$ cat src/hdl/tosf_pkg.sv
package tosf_pkg;

  localparam int OUT_W = 16;
  localparam int IN_UW = 3;

  typedef enum logic [1:0] {
    FN_CLEAR = 2'd0,
    FN_ADD   = 2'd1,
    FN_TEST  = 2'd2
  } func_t;

  typedef enum logic [3:0] {
    ST_IDLE,
    ST_DEC,
    ST_PREP,
    ST_T_RD,
    ST_T_S1,
    ST_T_S2,
    ST_T_S3,
    ST_L_RD,
    ST_L_S1,
    ST_FIN
  } state_t;

  typedef struct packed {
    logic load_in;
    logic cnt_clr;
    logic wr_en;
    logic set_ovf;
    logic set_rej;
    logic ld_prep;
    logic rd_en;
    logic rd_inner;
    logic ld_s1;
    logic ld_s2;
    logic i_clr;
    logic i_inc;
    logic k_clr;
    logic k_inc;
    logic res_ld;
  } cmd_t;

  typedef struct packed {
    func_t func;
    logic  sh_empty;
    logic  cnt_zero;
    logic  cnt_full;
    logic  i_last;
    logic  k_last;
    logic  skip;
    logic  dom_in;
    logic  glyph_pre;
    logic  line_hit;
  } sts_t;

endpackage

$ cat src/hdl/tosf_ctrl.sv
module tosf_ctrl (
  input  logic           clk,
  input  logic           rst_n,
  input  logic           in_tvalid,
  output logic           in_tready,
  output logic           out_tvalid,
  input  logic           out_tready,
  input  tosf_pkg::sts_t sts,
  output tosf_pkg::cmd_t cmd
);

  tosf_pkg::state_t state_r, state_nxt;
  logic             out_valid_r, out_valid_nxt;

  always_ff @(posedge clk) begin
    if (!rst_n) begin
      state_r     <= tosf_pkg::ST_IDLE;
      out_valid_r <= 1'b0;
    end else begin
      state_r     <= state_nxt;
      out_valid_r <= out_valid_nxt;
    end
  end

  always_comb begin
    cmd       = '0;
    state_nxt = state_r;
    in_tready = 1'b0;
    unique case (state_r)
      tosf_pkg::ST_IDLE: begin
        in_tready = 1'b1;
        if (in_tvalid) begin
          cmd.load_in = 1'b1;
          state_nxt   = tosf_pkg::ST_DEC;
        end
      end
      tosf_pkg::ST_DEC: begin
        state_nxt = tosf_pkg::ST_FIN;
        unique case (sts.func)
          tosf_pkg::FN_CLEAR: cmd.cnt_clr = 1'b1;
          tosf_pkg::FN_ADD: begin
            if (!sts.sh_empty) begin
              if (sts.cnt_full) begin
                cmd.set_ovf = 1'b1;
              end else begin
                cmd.wr_en = 1'b1;
              end
            end
          end
          tosf_pkg::FN_TEST: begin
            if (!sts.sh_empty && !sts.cnt_zero) begin
              cmd.i_clr = 1'b1;
              state_nxt = tosf_pkg::ST_PREP;
            end
          end
          default: state_nxt = tosf_pkg::ST_FIN;
        endcase
      end
      tosf_pkg::ST_PREP: begin
        cmd.ld_prep = 1'b1;
        state_nxt   = tosf_pkg::ST_T_RD;
      end
      tosf_pkg::ST_T_RD: begin
        cmd.rd_en = 1'b1;
        state_nxt = tosf_pkg::ST_T_S1;
      end
      tosf_pkg::ST_T_S1: begin
        cmd.ld_s1 = 1'b1;
        state_nxt = tosf_pkg::ST_T_S2;
      end
      tosf_pkg::ST_T_S2: begin
        cmd.ld_s2 = 1'b1;
        state_nxt = tosf_pkg::ST_T_S3;
      end
      tosf_pkg::ST_T_S3: begin
        if (!sts.skip && sts.dom_in) begin
          cmd.set_rej = 1'b1;
          state_nxt   = tosf_pkg::ST_FIN;
        end else if (!sts.skip && sts.glyph_pre) begin
          cmd.k_clr = 1'b1;
          state_nxt = tosf_pkg::ST_L_RD;
        end else if (sts.i_last) begin
          state_nxt = tosf_pkg::ST_FIN;
        end else begin
          cmd.i_inc = 1'b1;
          state_nxt = tosf_pkg::ST_T_RD;
        end
      end
      tosf_pkg::ST_L_RD: begin
        cmd.rd_en    = 1'b1;
        cmd.rd_inner = 1'b1;
        state_nxt    = tosf_pkg::ST_L_S1;
      end
      tosf_pkg::ST_L_S1: begin
        if (sts.line_hit) begin
          cmd.set_rej = 1'b1;
          state_nxt   = tosf_pkg::ST_FIN;
        end else if (!sts.k_last) begin
          cmd.k_inc = 1'b1;
          state_nxt = tosf_pkg::ST_L_RD;
        end else if (sts.i_last) begin
          state_nxt = tosf_pkg::ST_FIN;
        end else begin
          cmd.i_inc = 1'b1;
          state_nxt = tosf_pkg::ST_T_RD;
        end
      end
      tosf_pkg::ST_FIN: begin
        if (!out_valid_r || out_tready) begin
          cmd.res_ld = 1'b1;
          state_nxt  = tosf_pkg::ST_IDLE;
        end
      end
      default: state_nxt = tosf_pkg::ST_IDLE;
    endcase
  end

  always_comb begin
    if (cmd.res_ld) begin
      out_valid_nxt = 1'b1;
    end else if (out_tready) begin
      out_valid_nxt = 1'b0;
    end else begin
      out_valid_nxt = out_valid_r;
    end
  end

  assign out_tvalid = out_valid_r;

endmodule

$ cat config.mk
export PLATFORM = sky130hd
export DESIGN_NAME = tosf_ctrl
export DESIGN_NICKNAME = d
export VERILOG_FILES = /design/src/hdl/tosf_pkg.sv /design/src/hdl/tosf_ctrl.sv
export SDC_FILE = /design/constraint.sdc
export NUM_CORES = 1
export LEC_CHECK = 0
export BUFFER_PORTS_ARGS = -buffer_cell sky130_fd_sc_hd__buf_2
export CAP_MARGIN = 20
export CORE_AREA = 3 3 46 48
export DETAILED_ROUTE_END_ITERATION = 7
export DIE_AREA = 0 0 49 51
export GPL_TIMING_DRIVEN = 0
export PLACE_DENSITY = 0.66
export SLEW_MARGIN = 0
export SYNTH_ARGS = -nofsm -noshare
export SYNTH_HDL_FRONTEND = slang
export SYNTH_SLANG_ARGS = --single-unit
$ cat constraint.sdc
create_clock -name clk -period 3.7 [get_ports clk]
set_input_delay 1.11 -clock clk [delete_from_list [all_inputs] [get_ports clk]]
set_output_delay 1.11 -clock clk [all_outputs]
set_load 0.03 [all_outputs]
# Yosys cells after proc, flatten, opt, wreduce, memory -nomap -nowiden
# Index checks and enable logic that the tools add are counted.
# word_totals
output_inout_bits,17
input_bits,15
regBits,5
elab_cells,73
# classes
n_mux,45
eq_ne,13
reduce_logical,13
# op_table
op,n
$pmux W4 S10,1
$mux W4,9
$mux W1,29
$eq A4 B3 Y1 const B,4
$eq A4 B2 Y1 const B,2
$eq A4 B4 Y1 const B,2
$mux W2,3
$eq A4 B1 Y1 const B,1
$logic_not A1 Y1,4
$logic_not A4 Y1,1
$ne A2 B2 Y1 const B,2
$pmux W1 S2,2
$logic_and A1 B1 Y1,3
$mux W3,1
$eq A2 B1 Y1 const B,1
$eq A2 B2 Y1 const B,1
$logic_not A2 Y1,1
$reduce_and A2 Y1,1
$reduce_bool A2 Y1,1
$reduce_or A2 Y1,1
$logic_or A1 B1 Y1,1

# Logic depth before layout (Yosys ltp)
# logic_depth
depth_word,5
ltp_mapped,5
depth_no_buf,4

# Least setup slack after synthesis
# OpenSTA, ideal clock, no wires.
# synth_path
kind,in2out
from,in sts[10] (netlist bit)
to,out cmd[12] (netlist bit)
t_arrival_ps,2215
required_time_ps,2590
setup_slack_ps,375
n_path_buf,0
stages,2
path_cell_list,nor2_1 > nor4bb_1
# synth_rtl
item,line,rtl
from (decl),tosf_ctrl.sv:8,"input tosf_pkg::sts_t sts,"
to (decl),tosf_ctrl.sv:9,output tosf_pkg::cmd_t cmd

==> impl_metrics.yaml <==
worst_hold_path:
  holdPathEnd: "out_tvalid"
  worstHoldPathCells: 2
  hp-class: "reg2reg"
  hold_start: "out_tvalid"
setup_path:
  critPathCaptureType: "output port"
  worst_path_max_delay_cell: "or4b_1"
  cp-start-kind: "primary input"
  reg2reg_to: "state_r[2]"
  worstPathMaxFanout: 5
  required_ns: 2.59
  r2r_cells: 5
  timing.rr.start: "state_r[0]"
  r2r_slack_ns: 2.13
  crit_top_cell: "buf_2"
  crit_chain: "buf_2 -> or4b_1 -> nor2_1 -> buf_2"
  crit_arrival_ns: 2.08
  max_stage_delay_ns: 0.55
  path_class: "in2out"
timing:
  worstMarginPinSlew_ns: 0.3972
  final_max_slew_viol_count: 0
  finalCriticalPeriod_ns: 3.191
  fmax_ghz: 0.3134
  rsz0062_at_grt: "no"
  finalCritPeriodShare_pct: 86.25
  hold_slack_ns: 0.6629
  slew_headroom_pct: 73.16
  finClkSkew_ns: 0.005470
  final-setup-viol-count: 0
  fin_tns_setup_ns: 0
  finalHoldViolations: 0
grt:
  grt_pass1_vias: 637
  grt_max_degree: 11
  grt_pass1_wl_um: 2615
  grt.total_usage_pct: 12.87
  grt-ovfl-total: 0
  grt_antenna_before_repair: 0
power_and_ir_drop:
  pwr-share-comb_pct: 47.6
  p_clk_share_pct: 25.4
  seqPwrFrac_pct: 26.9
  vdd_drop_max_v: 0.0002014
  leakagePower_uw: 0.0003268
  p_sw_share_pct: 39.84
  power.net_switching_uw: 97.53
  internal_power_uw: 147.2
  p_per_area_mw_per_mm2: 333.3
placement:
  placed_area_um2: 708.2
  io_buffers: 31
  place.gp.congestion: 0.7647
  dp_hpwl_um: 1259
clock_network:
  root_buffer: "clkbuf_4"
  postCtsHoldBufs: 0
  clkTransAtPathRegs_ns: 0.04
  cts_sinks: 5
  cts.path.max_buffers: 2
  insertion_delay_ns: 0.24
  numCtsBuffers: 3
  h-tree-depth: 1
  cts_tree: "done"
  cts_resized: 0
  postCtsSetupBuffers: 0
cells_and_area:
  diodes: 0
  final_core_util_pct: 42.08
  drive_above_1_share_pct: 34.55
  stdcell_area_um2: 734.5
  layout.nets: 126
  syn_to_final_growth_pct: 40.77
routing:
  drt_wl_total_um: 1560
  via_per_inst: 4.911
  postRouteAntennaNets: 0
  first_pass_iters: 4
  drc_errors: 0
  post_drt_wl_per_cell_um: 11.56
  vias: 663
  drt_iter0_markers: 10
floorplanning:
  die_area_mm2: 0.002499
  core_area_mm2: 0.001745
  die_h_um: 51
  initial_core_util_pct: 29.89
  die_w_um: 49
  rows: 15
  pin_count: 32
flow_run:
  maxCapViolCount: 0
yosys:
  yosysTopAreaCell: "dfxtp_1"
  syn_nets: 90
  netlist_instances: 75
  yosysMostFrequentCell: "nor2_1"
  syn-cell-area_um2: 521.8
  async_flop_share_pct: 0
  synth.area.top_cells: "dfxtp_1 19%, nor2_1 9.4%, nand2b_1 6.0%, or4b_1 5.8%, a21oi_1 3.8%"
  ys.flop_type: "dfxtp_1"
  synth_top_cell_area_share_pct: 19.18
  yosysSeqAreaShare_pct: 19.18
  synth-seq-cells: 5
  yosysWarnings: 0
  synth-edff-count: 0
  avgSynthCellArea_um2: 6.957
  ys_top_cells_by_count: "13 x nor2_1, 5 x dfxtp_1, 5 x nand2_1, 5 x nand2b_1"
  synth_cell_types: 33
outcome:
  status: "finished, final reports clean"
metal layers:
metal / GRT usage, % / up-vias / part of all wire [%] / wire [µm]
li1: - / 344 / - / -
met1: 15.61 / 290 / 47 / 739
met2: 21.95 / 29 / 46 / 710
met3: 4.956 / 0 / 7.1 / 110
met4: 1.896 / 0 / 0 / 0
met5: 0 / - / 0 / 0
layout make-up:
cell class / count / area, µm²
fillers: 207 / 1011
repair buffers: 31 / 155.1
well taps: 25 / 31.28
flip-flops and latches: 5 / 100.1
clock buffers: 4 / 26.28
multi-input cells: 64 / 387.9
inverters: 1 / 3.754
plain buffers: 5 / 30.03
sequential cells by signal, indices dropped and copies added, names as in the netlist:
| signal | count |
|---|---|
| state_r | 4 |
| out_tvalid | 1 |
kinds of logic after synthesis:
kind of cell | count (synthesis) | synth area share, %
AND/OR/NAND/NOR | 47 | 52.76
AO/OA/AOI/OAI | 17 | 21.59
buffers and inverters | 6 | 6.474
flip-flops | 5 | 19.19
cell usage in the layout (no fill, tap or decap), types with 2 or more instances in the layout:
cell type	instances
buf_2	31
or4b_1	3
nor3_1	4
a21oi_1	4
clkbuf_1	4
nor4_1	2
nand2_1	5
nor2b_1	3
o21ai_1	2
nor4bb_1	2
nor4b_1	2
nor2_1	13
nand2b_1	5
clkbuf_4	3
o21ai_0	2
dfxtp_1	5
o21a_1	2
per-stage QoR:
step           total power (µW)  setup WS [ns]  cells
2_1_floorplan             149.7         0.3753     75
3_3_place_gp              180.3         0.5132    131
3_5_place_dp              183.2         0.5046    131
4_1_cts                   247.3         0.5048    135
5_1_grt                   266.6         0.4476    135
6_report                  244.8         0.5089    135
critical path, delay by kind of cell:
| family | cells | cell delay [ns] |
|---|---|---|
| and+or+nand+nor | 2 | 0.65 |
| buffers and inverters | 2 | 0.32 |
power groups by stage:
stage	Combinational (µW)	Clock [µW]	Sequential, µW
finish	117	62.3	65.9
global placement	114	0	66.0
floorplan	84.0	0	65.7
detailed placement	116	0	67.1
global route	129	70.7	66.7
CTS	117	64.7	66.1
worst max path at each step:
| stage | to | depth (start not counted) | from | slack (ns) |
|---|---|---|---|---|
| after detailed placement | cmd[4] | 4 | sts[9] | 0.50 |
| after CTS | cmd[4] | 4 | sts[9] | 0.50 |
| after floorplan | cmd[12] | 2 | sts[10] | 0.38 |
| final | cmd[4] | 4 | sts[9] | 0.51 |
| after global placement | cmd[4] | 4 | sts[9] | 0.51 |
| after global routing | cmd[4] | 4 | sts[9] | 0.45 |
(Power assumes the default switching activity.)
